<file path="src/design/fxmd_pkg.sv">
// ----------------------------------------------------------------------------
// fxmd_pkg: shared types and constants of the Q16.16 multiply/divide unit
// Word widths, fraction size, operation codes and the record that moves
// along the divider cell chain.
// ----------------------------------------------------------------------------
package fxmd_pkg;

	localparam int unsigned WORD_W        = 32;
	localparam int unsigned FRAC_BITS     = 16;
	localparam int unsigned HEADROOM_BITS = 2;
	localparam int unsigned QUOT_BITS     = WORD_W - HEADROOM_BITS;
	localparam int unsigned NUM_W         = WORD_W + FRAC_BITS;
	localparam int unsigned CMP_W         = WORD_W + FRAC_BITS + HEADROOM_BITS;
	localparam int unsigned PROD_W        = 2 * WORD_W;

	typedef enum logic {
		OP_MUL = 1'b0,
		OP_DIV = 1'b1
	} op_t;

	typedef struct packed {
		op_t                   cmd;
		logic                  neg;
		logic                  sat;
		logic [WORD_W-1:0]     rem;
		logic [WORD_W-1:0]     dvsr;
		logic [WORD_W-1:0]     acc;
		logic [QUOT_BITS-1:0]  low;
	} stage_t;

endpackage

</file>
<file path="src/design/fxmd_prep.sv">
// ----------------------------------------------------------------------------
// fxmd_prep: operand preparation stage
// Forms the shifted product for multiply, and for divide the magnitudes,
// result sign, overflow flag and the initial partial remainder.
// ----------------------------------------------------------------------------
module fxmd_prep (
	input  logic                                clk,
	input  logic                                arst_n,
	input  logic                                en,
	input  logic                                in_valid,
	input  logic                                cmd,
	input  logic signed [fxmd_pkg::WORD_W-1:0]  operand_a,
	input  logic signed [fxmd_pkg::WORD_W-1:0]  operand_b,
	output logic                                valid_s1,
	output fxmd_pkg::stage_t                    data_s1
);

	logic [fxmd_pkg::WORD_W-1:0]        mag_a;
	logic [fxmd_pkg::WORD_W-1:0]        mag_b;
	logic [fxmd_pkg::NUM_W-1:0]         num;
	logic signed [fxmd_pkg::PROD_W-1:0] prod;
	fxmd_pkg::op_t                      op;
	fxmd_pkg::stage_t                   nxt;

	assign op = fxmd_pkg::op_t'(cmd);

	always_comb begin
		mag_a = operand_a[fxmd_pkg::WORD_W-1] ? (~operand_a + 1'b1) : operand_a;
		mag_b = operand_b[fxmd_pkg::WORD_W-1] ? (~operand_b + 1'b1) : operand_b;
		num   = {mag_a, {fxmd_pkg::FRAC_BITS{1'b0}}};
		prod  = $signed(operand_a) * $signed(operand_b);

		nxt.cmd  = op;
		nxt.neg  = operand_a[fxmd_pkg::WORD_W-1] ^ operand_b[fxmd_pkg::WORD_W-1];
		nxt.sat  = fxmd_pkg::CMP_W'({mag_a, {fxmd_pkg::HEADROOM_BITS{1'b0}}}) >=
			fxmd_pkg::CMP_W'({mag_b, {fxmd_pkg::FRAC_BITS{1'b0}}});
		nxt.rem  = fxmd_pkg::WORD_W'(num[fxmd_pkg::NUM_W-1:fxmd_pkg::QUOT_BITS]);
		nxt.low  = num[fxmd_pkg::QUOT_BITS-1:0];
		nxt.dvsr = mag_b;
		if (op == fxmd_pkg::OP_MUL) begin
			nxt.acc = prod[fxmd_pkg::FRAC_BITS+fxmd_pkg::WORD_W-1:fxmd_pkg::FRAC_BITS];
		end else begin
			nxt.acc = '0;
		end
	end

	always_ff @(posedge clk or negedge arst_n) begin
		if (!arst_n) begin
			valid_s1 <= 1'b0;
		end else if (en) begin
			valid_s1 <= in_valid;
		end
	end

	always_ff @(posedge clk) begin
		if (en) begin
			data_s1 <= nxt;
		end
	end

endmodule

</file>
<file path="config.mk">
export PLATFORM = sky130hd
export DESIGN_NAME = fxmd_prep
export DESIGN_NICKNAME = d
export VERILOG_FILES = /design/src/design/fxmd_pkg.sv /design/src/design/fxmd_prep.sv
export SDC_FILE = /design/constraint.sdc
export NUM_CORES = 2
export LEC_CHECK = 0
export ABC_CLOCK_PERIOD_IN_PS = 1800
export BUFFER_PORTS_ARGS = -buffer_cell sky130_fd_sc_hd__buf_2
export CORE_MARGIN = 4
export CORE_UTILIZATION = 60
export DETAILED_ROUTE_END_ITERATION = 7
export PLACE_DENSITY = 0.79
export SETUP_SLACK_MARGIN = 0.05
export SLEW_MARGIN = 20
export SYNTH_ARGS = -nofsm -noshare
export SYNTH_HDL_FRONTEND = slang
export SYNTH_SLANG_ARGS = --single-unit
</file>
<file path="constraint.sdc">
create_clock -name clk -period 1.8 [get_ports clk]
set_input_delay 0.54 -clock clk [delete_from_list [all_inputs] [get_ports clk]]
set_output_delay 0.54 -clock clk [all_outputs]
set_load 0.03 [all_outputs]
</file>
==> results_dict.tcl <==
set metrics [dict create \
    synth_top_family_by_area "adder cells" \
    die_h_um 246.7 \
    syn_inst 3609 \
    synth_edf_count 99 \
    ant_nets 0 \
    yosys_warnings 0 \
    asyncSetResetFlopFracSynth 0.01000 \
    antenna_found_initial 3 \
    cts_tree "done" \
    port_buffers 168 \
    n_fill_cell 3445 \
    area_growth_syn_to_layout_pct 25.05 \
    hold_viol 0 \
    syn_avg_cell_area_sq_um 9.469 \
    hold_start "in_valid" \
    yosysSeqAreaShare 0.08772 \
    fin_nets 5224 \
    synth_top_area_frac 0.4909 \
    grt_use_total 0.3566 \
    first_global_vias 30900 \
    dr.pass1.iters 5 \
    final_core_util 0.7579 \
    worstHoldPathCells 2 \
    fin_area_sq_mm 0.04273 \
    gr-total-overflow 0 \
    crit_top_cell "fa_1" \
    clock-sinks 100 \
    root_buffer "clkbuf_16" \
    r2r_slack_ns 1.05 \
    vias 27720 \
    place_area_sq_mm 0.03970 \
    wl_per_cell_um 21.91 \
    drc 0 \
    arrival_ns 7.38 \
    setup_viol 83 \
    synth-xor-area-share 0.03204 \
    cts_buffer_depth 2 \
    synth_compound_area_frac 0.03529 \
    path_clk_slew_ns 0.08 \
    finalClockSkew_ns 0 \
    io_pins 199 \
    rows 87 \
    r2r_end "valid_s1" \
    end_kind "flop" \
    rsz0062_at_grt "yes" \
    cp_slowest_cell "fa_1" \
    clkLatencyLatePin_ns 0.41 \
    drt-initial-drc-count 2234 \
    start_util 0.6061 \
    die_area_sq_mm 0.06084 \
    yosysTopAreaCell "fa_1" \
    synthSimpleGateAreaFrac 0.1634 \
    fin_crit_ns 7.215 \
    max_freq_ghz 0.1386 \
    setup_ws_ns -5.415 \
    path_delay_family "adder cells" \
    ys_top_cells_by_area "fa_1, inv_1, edfxtp_1" \
    worstMarginPinSlew_ns 0.5399 \
    yosys_register_bits 100 \
    synth_common_cells "fa_1, inv_1, nand2_1" \
    cpPeakStageDelay_ns 0.60 \
    synthFlopType "edfxtp_1" \
    core_sq_mm 0.05639 \
    critPathKind "in2reg" \
    crit_path_max_fanout 9 \
    wl_um 107300 \
    worstPathRequired_ns 1.97 \
    slew_headroom 0.6385 \
    status "finished, violations left" \
    fin_crit_sh 4.009 \
    cts_max_level 3 \
    die_w_um 246.7 \
    grt_max_degree 49 \
    cp_cell_sequence "buf_8, buf_12, buf_4, nand2_1, fa_1, fa_1, fa_1, fa_1, inv_1, fa_1, fa_1, fa_1, fa_1, ha_4, a21oi_2, o21ai_2, a21oi_4, o21ai_2, a221o_1, buf_6, a31oi_4, nor4_2, nor3_1, mux2_2" \
    hold_path_class "in2reg" \
    synth_area_sq_mm 0.03417 \
    slew_violations 0 \
    cp-start-kind "input pin" \
    max_cap_violations 0 \
    synth.most_common_cell "fa_1" \
    synth.distinct_cells 68 \
    hold_end "valid_s1" \
    drive_gt1_frac 0.2643 \
    via_per_inst 5.659 \
    gp_congestion 0.9625 \
    cts_buffers 9 \
    cp.buffers_inverters 5 \
    worst-r2r-cell-count 1 \
    muxShareOfSynthArea 0.001648 \
    grt_pass1_wl_um 164500 \
    synthAdderAreaFrac 0.5579 \
    violations "negative setup slack" \
    rr_startpoint "valid_s1" \
    dp_hpwl_um 82030 \
]
-- cells in the final DEF (no fill, tap or decap), types with 27 or more instances in the layout --
| master | n |
|---|---|
| and2_1 | 401 |
| and2_4 | 27 |
| buf_12 | 41 |
| buf_2 | 119 |
| buf_4 | 453 |
| buf_6 | 101 |
| conb_1 | 30 |
| edfxtp_1 | 99 |
| fa_1 | 784 |
| fa_2 | 54 |
| ha_1 | 159 |
| inv_1 | 787 |
| inv_2 | 28 |
| nand2_1 | 471 |
| nor2_1 | 59 |
| xnor2_1 | 73 |
| xnor2_2 | 30 |
-- routing by layer --
layer,up-vias,GRT usage,routed length (um)
met1,14010,0.3923,33560
met4,0,0.2797,11460
met2,1598,0.6170,54000
met5,-,0,0
met3,610,0.05606,8305
li1,11500,-,-
-- state kept, by name, summed over array words and instances (netlist names) --
| register | flops |
|---|---|
| data_s1 | 99 |
| valid_s1 | 1 |
-- how the worst max path moves through the flow --
stage | from | end | slack (ns) | cells after the start
2_1_floorplan | operand_b[20] | data_s1[59] | -5.47 | 24
3_3_place_gp | operand_a[12] | data_s1[58] | -5.97 | 21
3_5_place_dp | operand_a[12] | data_s1[58] | -6.10 | 22
4_1_cts | operand_a[7] | data_s1[59] | -5.37 | 23
5_1_grt | operand_a[28] | data_s1[58] | -5.56 | 24
6_report | operand_b[3] | data_s1[58] | -5.42 | 24
-- per-stage QoR --
step | instances | TNS, ns | hold WS, ns | setup slack, ns
global placement | 4804 | -254.77 | 0.3142 | -5.974
detailed placement | 4804 | -258.65 | 0.3191 | -6.097
finish | 4898 | -209.29 | 0.3597 | -5.415
global route | 4897 | -215.62 | 0.3575 | -5.565
floorplan | 3638 | -200.12 | 0.2444 | -5.472
CTS | 4873 | -204.55 | 0.3571 | -5.369
-- layout make-up --
cell class / count / area, sq um / area share
multi-input combinational: 2465 / 28980 / 0.6782
timing repair buffer: 741 / 6435 / 0.1506
inverter: 817 / 3072 / 0.07188
sequential: 100 / 2998 / 0.07015
tap: 756 / 945.9 / 0.02214
clock buffer: 9 / 225.2 / 0.005270
clock inverter: 7 / 70.07 / 0.001640
antenna: 3 / 7.507 / 0.0001757
-- cell families (layout without fill, tap and decap cells) --
family                   after synthesis  count (layout)
multiplexers                           5               5
AND/OR/NAND/NOR                     1104            1104
other                                  1              33
adder cells (fa/ha/maj)             1021            1021
AO/OA/AOI/OAI                        180             180
flip-flops                           100             100
buffers and inverters               1073            1574
XOR/XNOR                             125             125
-- timing repair --
action	in CTS	in global routing
endpoints found under the setup margin	91	91
pin swaps	141	138
setup buffers	48	30
gates cloned	7	1
hold buffers	1	0
endpoints found under the hold margin	1	0
resized for setup	288	191
Power is left out: the tool's default activity adds up to more than one toggle a clock period on the data nets, which glitch-free logic cannot reach.
