===== config.mk =====
export PLATFORM = sky130hd
export DESIGN_NAME = fxmd_div_cell
export DESIGN_NICKNAME = d
export VERILOG_FILES = /design/src/design/fxmd_pkg.sv /design/src/design/fxmd_div_cell.sv
export SDC_FILE = /design/constraint.sdc
export NUM_CORES = 1
export LEC_CHECK = 0
export BUFFER_PORTS_ARGS = -buffer_cell sky130_fd_sc_hd__buf_2
export CELL_PAD_IN_SITES_DETAIL_PLACEMENT = 1
export CELL_PAD_IN_SITES_GLOBAL_PLACEMENT = 1
export CORE_ASPECT_RATIO = 2
export CORE_MARGIN = 2
export CORE_UTILIZATION = 36
export CTS_BUF_LIST = sky130_fd_sc_hd__clkbuf_8
export DETAILED_ROUTE_END_ITERATION = 7
export GPL_TIMING_DRIVEN = 0
export PLACE_DENSITY_LB_ADDON = 0.1
export SKIP_CTS_REPAIR_TIMING = 1
export SYNTH_ARGS = -nofsm -noshare
export SYNTH_HDL_FRONTEND = slang
export SYNTH_SLANG_ARGS = --single-unit

===== constraint.sdc =====
create_clock -name clk -period 1.71 [get_ports clk]
set_input_delay 0.0855 -clock clk [delete_from_list [all_inputs] [get_ports clk]]
set_output_delay 0.0855 -clock clk [all_outputs]
set_load 0.01 [all_outputs]

===== src/design/fxmd_pkg.sv =====
// ----------------------------------------------------------------------------
// fxmd_pkg: shared types and constants of the Q16.16 multiply/divide unit
// Word widths, fraction size, operation codes and the record that moves
// along the divider cell chain.
// ----------------------------------------------------------------------------
package fxmd_pkg;

	localparam int unsigned WORD_W        = 32;
	localparam int unsigned FRAC_BITS     = 16;
	localparam int unsigned HEADROOM_BITS = 2;
	localparam int unsigned QUOT_BITS     = WORD_W - HEADROOM_BITS;
	localparam int unsigned NUM_W         = WORD_W + FRAC_BITS;
	localparam int unsigned CMP_W         = WORD_W + FRAC_BITS + HEADROOM_BITS;
	localparam int unsigned PROD_W        = 2 * WORD_W;

	typedef enum logic {
		OP_MUL = 1'b0,
		OP_DIV = 1'b1
	} op_t;

	typedef struct packed {
		op_t                   cmd;
		logic                  neg;
		logic                  sat;
		logic [WORD_W-1:0]     rem;
		logic [WORD_W-1:0]     dvsr;
		logic [WORD_W-1:0]     acc;
		logic [QUOT_BITS-1:0]  low;
	} stage_t;

endpackage


===== src/design/fxmd_div_cell.sv =====
// ----------------------------------------------------------------------------
// fxmd_div_cell: one restoring division step
// Brings down the next dividend bit, subtracts the divisor when it fits and
// shifts the quotient bit into the accumulator. Multiply words keep their accumulator unchanged.
// ----------------------------------------------------------------------------
module fxmd_div_cell (
	input  logic              clk,
	input  logic              arst_n,
	input  logic              en,
	input  logic              in_valid,
	input  fxmd_pkg::stage_t  in_data,
	output logic              valid_q,
	output fxmd_pkg::stage_t  data_q
);

	logic [fxmd_pkg::WORD_W:0] shifted;
	logic [fxmd_pkg::WORD_W:0] diff;
	logic                      take;
	fxmd_pkg::stage_t          nxt;

	always_comb begin
		shifted = {in_data.rem, in_data.low[fxmd_pkg::QUOT_BITS-1]};
		diff    = shifted - {1'b0, in_data.dvsr};
		take    = shifted >= {1'b0, in_data.dvsr};

		nxt     = in_data;
		nxt.rem = take ? diff[fxmd_pkg::WORD_W-1:0] : shifted[fxmd_pkg::WORD_W-1:0];
		nxt.low = in_data.low << 1;
		if (in_data.cmd == fxmd_pkg::OP_DIV) begin
			nxt.acc = {in_data.acc[fxmd_pkg::WORD_W-2:0], take};
		end
	end

	always_ff @(posedge clk or negedge arst_n) begin
		if (!arst_n) begin
			valid_q <= 1'b0;
		end else if (en) begin
			valid_q <= in_valid;
		end
	end

	always_ff @(posedge clk) begin
		if (en) begin
			data_q <= nxt;
		end
	end

endmodule


==> impl_results.md, run 1 <==
- VDD IR max: just over 0.0005 V
- Final Worst Setup Slack: -512 ps
- H-tree depth: 4
- Core Area: approximately 18000 um^2
- Average cell area after synthesis: ~13 um^2
- PD cells: around 860 nW/um^2
- Seq/Total Area, Yosys: between 50% and 60%
- Mapped Nets: 679
- Avg WL per Cell: ~20 um
- Critical Path AT: approximately 2400 ps
- Final ANT Viol Nets: 0
- Most frequently used flop master after synthesis: edfxtp_1
- Fin util: 59.5%
- Tmin final: ~2200 ps
- Failing checks: setup timing
- Crit path max fanout: 5
- CTS buffer count: 17
- Clock skew: 0 ps
- Rows: 69
- Residual DRC: 0
- Die ar.: between 15000 and 20000 um^2
- Non-Filler Instances: between 1000 and 1500
- CP Launch Type: input pin
- Leading cell type in the layout, fill and taps excluded: buf_2
- Initial antenna violation count: 2
- Worst-Skew Late Latency: roughly 440 ps
- Highest clock rate: between 400 and 500 MHz
- Port bufs: 261
- Fin. Hold Viols: 0
- Net Switching: 2.79 mW
- Outcome: finished with violations
- Yosys synthesis warning count: 0
- First-pass GRT wire length: around 30000 um
- Layout fillers: 1889
- Commonest non-fill, non-tap cells in the layout: buf_2, dlygate4sd3_1, edfxtp_1
- Setup TNS: -12920 ps
- Switching share of power: roughly 31%
- CTS clk-pin slew, worst paths: 80 ps
- Synth-to-Final Area Change: 62.7%
- Max-slew violations: 0
- Post-Synthesis Cells: 513
- Comb power frac: ~29%
- CTS tree: done
- Hold WS: just under 70 ps
- Vias in the first global route: 5672
- Final HPWL DP: between 15000 and 20000 um
- Share of cells above drive strength 1: between 40% and 50%
- Dpl cells: 988
- Synthesized flop and latch total: 129
- Slew HR: around 53%
- Largest net degree at the start of global routing: 87
- Tcrit/Tclk final: 130%
- Total number of vias: between 5000 and 6000
- Global route overflow: 0
- Synth async-reset ratio: less than 1%
- Die Wd: approximately 99 um
- DR iter-0 viols: 206
- Int Power: 6.30 mW
- Clock Tree Root: clkbuf_8
- Post-Route WL: between 20000 and 25000 um
- Post-synth EDFFs: approximately 130
- Max-Cap Viols: 0
- Gr usage total: about 20%
- Die height: between 150 and 200 um
- Crit. End Element: register
- Final Wtd Congestion: just over 0.8
- Nets@finish: roughly 1100
- Vias/cell: around 5.0
- Hold/Removal Path Class: input pin to register
- Critical Path RT: between 1500 and 2000 ps
- Critical path class: input pin to register
- Clock Sinks: roughly 130
- Clk pwr share: between 20 and 30%
- Final setup vio count: 34
- Clk buf depth: 2
- Initial core utilization: between 30 and 40%
- Pleak: between 4 and 5 nW
- Router iterations before antenna repair: 4
- Worst-Margin Slew: ~690 ps
- Mapped cell area: 6470 um^2
- Sequential Power Share: 43.7%
- Post-synth cell types: 53
- Number of I/O pins: between 200 and 300
- Unrepaired setup endpoints after global routing: true
## through the flow
step	power, mW	setup WS, ps	instance area, um^2
after floorplan	5.14	-629	6670
after global placement	5.93	-1150	8240
after detailed placement	5.99	-1140	8280
after CTS	8.49	-658	8650
after global routing	9.49	-652	10500
final	9.08	-512	10500
## critical path, cell delays in order
cell      delay (ps)
buf_8             90
inv_8             30
ha_4             150
fa_2             340
nand2b_4         160
a211oi_2         200
a211oi_2          90
o211a_1          270
o21a_4           250
o211ai_1         280
a41oi_2          170
xor2_1           180
o21ai_1          100
## layer usage
| layer | GRT usage [%] | part of all wire, % | vias to the layer above |
|---|---|---|---|
| met4 | 7.61 | 2.7 | 2 |
| met3 | 4.29 | 4.8 | 48 |
| met1 | 18.0 | 32 | 2816 |
| met5 | 0 | 0.047 | - |
| met2 | 39.5 | 60 | 204 |
| li1 | - | - | 2746 |
## power groups by stage
| stage | Sequential (mW) | Combinational (mW) | Clock (mW) |
|---|---|---|---|
| 4_1_cts | 3.95 | 1.97 | 2.56 |
| 5_1_grt | 4.00 | 2.81 | 2.68 |
| 3_3_place_gp | 4.02 | 1.91 | 0 |
| 3_5_place_dp | 4.02 | 1.97 | 0 |
| 2_1_floorplan | 4.21 | 0.923 | 0 |
| 6_report | 3.97 | 2.60 | 2.51 |
## path summary, 6_finish.rpt
path | from | endpoint | slack [ps] | cells after the start
min | in_data[62] | data_q[94]$_DFFE_PP_ | 70 | 3
max | in_data[29] | data_q[124]$_DFFE_PP_ | -510 | 13
max in group asynchronous | arst_n | valid_q$_DFFE_PN0P_ | 1140 | 3
max reg2reg | valid_q$_DFFE_PN0P_ | valid_q$_DFFE_PN0P_ | 960 | 1
min reg2reg | valid_q$_DFFE_PN0P_ | valid_q$_DFFE_PN0P_ | 520 | 1
min in group asynchronous | arst_n | valid_q$_DFFE_PN0P_ | 470 | 3
## logic make-up after synthesis
kind of cell | share of synthesized area [%]
AO/OA/AOI/OAI | 11.7
adder cells (fa/ha/maj) | 6.50
multiplexers | 6.07
XOR/XNOR | 3.92
buffers and inverters | 3.94
other | 0.0579
AND/OR/NAND/NOR | 8.04
flip-flops | 59.8
## final cells by class
type / instances / area, um^2 / share of cell area, %
Antenna cell: 1 / 2.50 / 0.0238
Buffer: 15 / 174 / 1.65
Clock buffer: 17 / 234 / 2.22
Clock inverter: 15 / 135 / 1.28
Inverter: 39 / 164 / 1.56
Multi-Input combinational cell: 329 / 2760 / 26.2
Sequential cell: 129 / 3870 / 36.7
Tap cell: 213 / 267 / 2.53
Timing Repair Buffer: 409 / 2920 / 27.7
## cells in the mapped netlist (2+ instances only)
library cell	instances	share of area [%]
o21ai_1	9	0.70
nor3_1	2	0.15
buf_1	2	0.12
clkbuf_1	4	0.23
nor4_1	2	0.19
nand2_1	58	3.4
o211a_1	2	0.31
xnor2_1	11	1.5
o21a_1	3	0.35
buf_4	2	0.23
o211ai_1	4	0.46
nand2b_1	5	0.48
nor2b_1	4	0.39
a21o_1	12	1.4
a41oi_1	3	0.41
nand3_1	6	0.46
a21oi_1	24	1.9
o21ai_0	35	2.7
and3_1	5	0.48
mux2_2	34	5.9
or2_2	3	0.29
a211oi_1	5	0.58
ha_1	32	6.2
a311oi_1	2	0.27
o21bai_1	2	0.23
buf_2	3	0.23
edfxtp_1	128	59
a21boi_0	2	0.23
xor2_1	18	2.4
buf_6	5	0.87
inv_1	39	2.3
nand4_1	6	0.58
nor2_1	19	1.1
a211o_1	3	0.41
## sequential cells by signal, summed over array words and instances, names as in the netlist
name / count
data_q: 128
valid_q: 1
Note: power is estimated with default switching activity, not from simulation.
==> run 2: changes to the inputs <==
- CORE_MARGIN: 2 -> unset
- clock period: 1.71 -> 2.75 ns (I/O delays scaled with it)
==> impl_results.md, run 2 (synthesis gave the netlist of run 1 again) <==
- Reg2reg setup slack: 1990 ps (+1030 ps)
- Die ar.: 18600 um^2 (-3.0%)
- Clk buf depth: 2 (unchanged)
- Highest clock rate: roughly 390 MHz
- Final Wtd Congestion: 0.790 (-2.7%)
- Setup TNS: 0 ps (+12920 ps)
- Total power: 5.58 mW (-39%)
- Grt met1 use: 19.9% (+1.9 points)
- Worst R2R Start: valid_q$_DFFE_PN0P_
- Final Worst Setup Slack: 189 ps (+702 ps)
- Router iterations before antenna repair: 5 (+1)
- CP Launch Type: input pin
- Critical Path RT: 3020 ps (+1120 ps)
- Leading cell type in the layout, fill and taps excluded: buf_2
- Max-slew violations: 0 (unchanged)
- VDD IR max: 0.000308 V (-39%)
- Core Area: 17700 um^2 (unchanged)
- Clock Tree Root: clkbuf_8
- Port bufs: 261 (unchanged)
- Critical R2R Capture: valid_q$_DFFE_PN0P_
- Slew HR: 53.7% (+0.24 points)
- H-tree depth: 4 (unchanged)
- CP peak stage delay: 520 ps (+180 ps)
- Critical path's slowest cell: dlygate4sd3_1
- Worst-path cell chain: dlygate4sd3_1 -> buf_2 -> inv_1 -> ha_1 -> a21oi_1 -> o21ai_0 -> nor2_1 -> nand2_1 -> a41oi_2 -> nor4_2 -> o21ai_4 -> buf_4 -> nand2_1 -> o21ai_0
- Reg2reg path depth: 1 (unchanged)
- First-pass GRT wire length: 28400 um (-2.7%)
- Hold Startpoint: in_data[123]
- CTS tree: done
- PD cells: 582 nW/um^2 (-33%)
- Crit. Startpoint: in_data[83]
- Outcome: finished with violations
- Post-Place Setup Slack: -242 ps (+897 ps)
- DR iter-0 viols: 128 (-38%)
- Avg WL per Cell: 18.5 um (-7.1%)
- Max-Cap Viols: 0 (unchanged)
- Residual DRC: 0 (unchanged)
- Top reg by flops: data_q
- Fin. Hold Viols: 2 (+2)
- N_diodes: 0 (-1)
- Hold/Removal Path Class: input pin to register
- Global route overflow: 0 (unchanged)
- Die height: 192 um (-1.0%)
- Total number of vias: 5596 (-3.8%)
- Crit path max fanout: 10 (+5)
- Rows: 69 (unchanged)
- Vias in the first global route: 5429 (-4.3%)
- Nets@finish: 1066 (-3.6%)
- Crit. End Element: register
- Synth-to-Final Area Change: 48.1%
- Final setup vio count: 0 (-100%)
- Commonest non-fill, non-tap cells in the layout: buf_2, edfxtp_1, dlygate4sd3_1
- Pleak: 4.23 nW (-6.5%)
- Crit path buf inv count: 4 (+2)
- Largest net degree at the start of global routing: 91 (+4.6%)
- Die Wd: 96.8 um (-2.0%)
- Max FFs per register: 128 (unchanged)
- Critical path depth: 14 (+1)
- CTS clk-pin slew, worst paths: 80 ps (about the same)
- Worst-Skew Late Latency: 440 ps (about the same)
- Largest registers: data_q (128), valid_q (1)
- Worst-Margin Slew: 687 ps (-3.50 ps)
- Failing checks: hold timing
- Met3 track demand over resource: 4.33% (+0.041 points)
- Critical path class: input pin to register
- Critical Path AT: 2830 ps (+420 ps)
- Finished layout cell area: 9590 um^2 (-8.9%)
- CTS buffer count: 17 (unchanged)
- Post-Route WL: 20800 um (-10%)
- Top delay family on crit path: compound AO/OA/AOI/OAI gates
- Hold WS: -16.2 ps (-85.5 ps)
- Tmin final: roughly 2600 ps
- Vias/cell: 4.97 (-0.28%)
- GR peak layer: met2
- CP Capture Point: data_q[113]$_DFFE_PP_
- Unrepaired setup endpoints after global routing: false
- Initial core utilization: 36.6% (unchanged)
- GR met2 Demand/Resource: 38.7% (-0.79 points)
- Clock Sinks: 129 (unchanged)
- Share of cells above drive strength 1: 38.2% (-7.3 points)
- Gr usage total: 20.0% (+0.46 points)
- Clock skew: 0 ps (unchanged)
- Initial antenna violation count: 1 (-1)
- Layout fillers: 1959 (+3.7%)
- Number of I/O pins: 263 (unchanged)
- Final ANT Viol Nets: 0 (unchanged)
- Fin util: 54.2% (-5.3 points)
- Placed cell areas: 8080 um^2 (-2.4%)
- Tcrit/Tclk final: between 90% and 100%
- Final HPWL DP: 14800 um (-2.3%)
run 2: cell types whose count changed in the layout (fill, tap and decap cells not counted), moves of 7 or more:
cell / before / now
o21ai_2: 24 / 1
ha_4: 9 / 0
o21ai_0: 12 / 35
nand2_2: 13 / 0
dlygate4sd3_1: 133 / 106
nand2_1: 45 / 58
ha_1: 21 / 32
buf_12: 7 / 0
run 2: metal layers:
metal	up-vias	share of wire [%]
met2	187	59
met4	2	2.4
met5	-	0.048
met1	2714	35
met3	33	4.1
li1	2660	-
run 2: through the flow:
step | cells | hold WS (ps)
2_1_floorplan | 513 | -158
3_3_place_gp | 987 | -87.0
3_5_place_dp | 988 | -80.4
4_1_cts | 1020 | -570
5_1_grt | 1126 | 2.52
6_report | 1126 | -16.2
run 2: worst min path at each step:
stage | end | slack (ps) | depth (start not counted)
after floorplan | valid_q$_DFFE_PN0P_ | -160 | 0
after global placement | valid_q$_DFFE_PN0P_ | -90 | 1
after detailed placement | valid_q$_DFFE_PN0P_ | -80 | 1
after CTS | valid_q$_DFFE_PN0P_ | -570 | 1
after global routing | data_q[34]$_DFFE_PP_ | 3 | 2
final | data_q[124]$_DFFE_PP_ | -20 | 3
run 2: worst min-delay path: stages:
cell	delay, ps
buf_2	90
nand2_1	40
o21ai_1	60
run 2: power breakdown:
part / switching, mW / internal [mW]
sequential: 0.0585 / 2.41
clock: 0.842 / 0.999
combinational: 0.692 / 0.581
run 2: final cells by class:
type,count,area (um^2),share of cell area [%]
Buffer,16,109,1.14
Multi-Input combinational cell,329,2350,24.5
Clock inverter,15,208,2.17
Clock buffer,17,234,2.44
Inverter,39,146,1.53
Timing Repair Buffer,368,2400,25.0
Sequential cell,129,3870,40.4
Tap cell,213,267,2.78
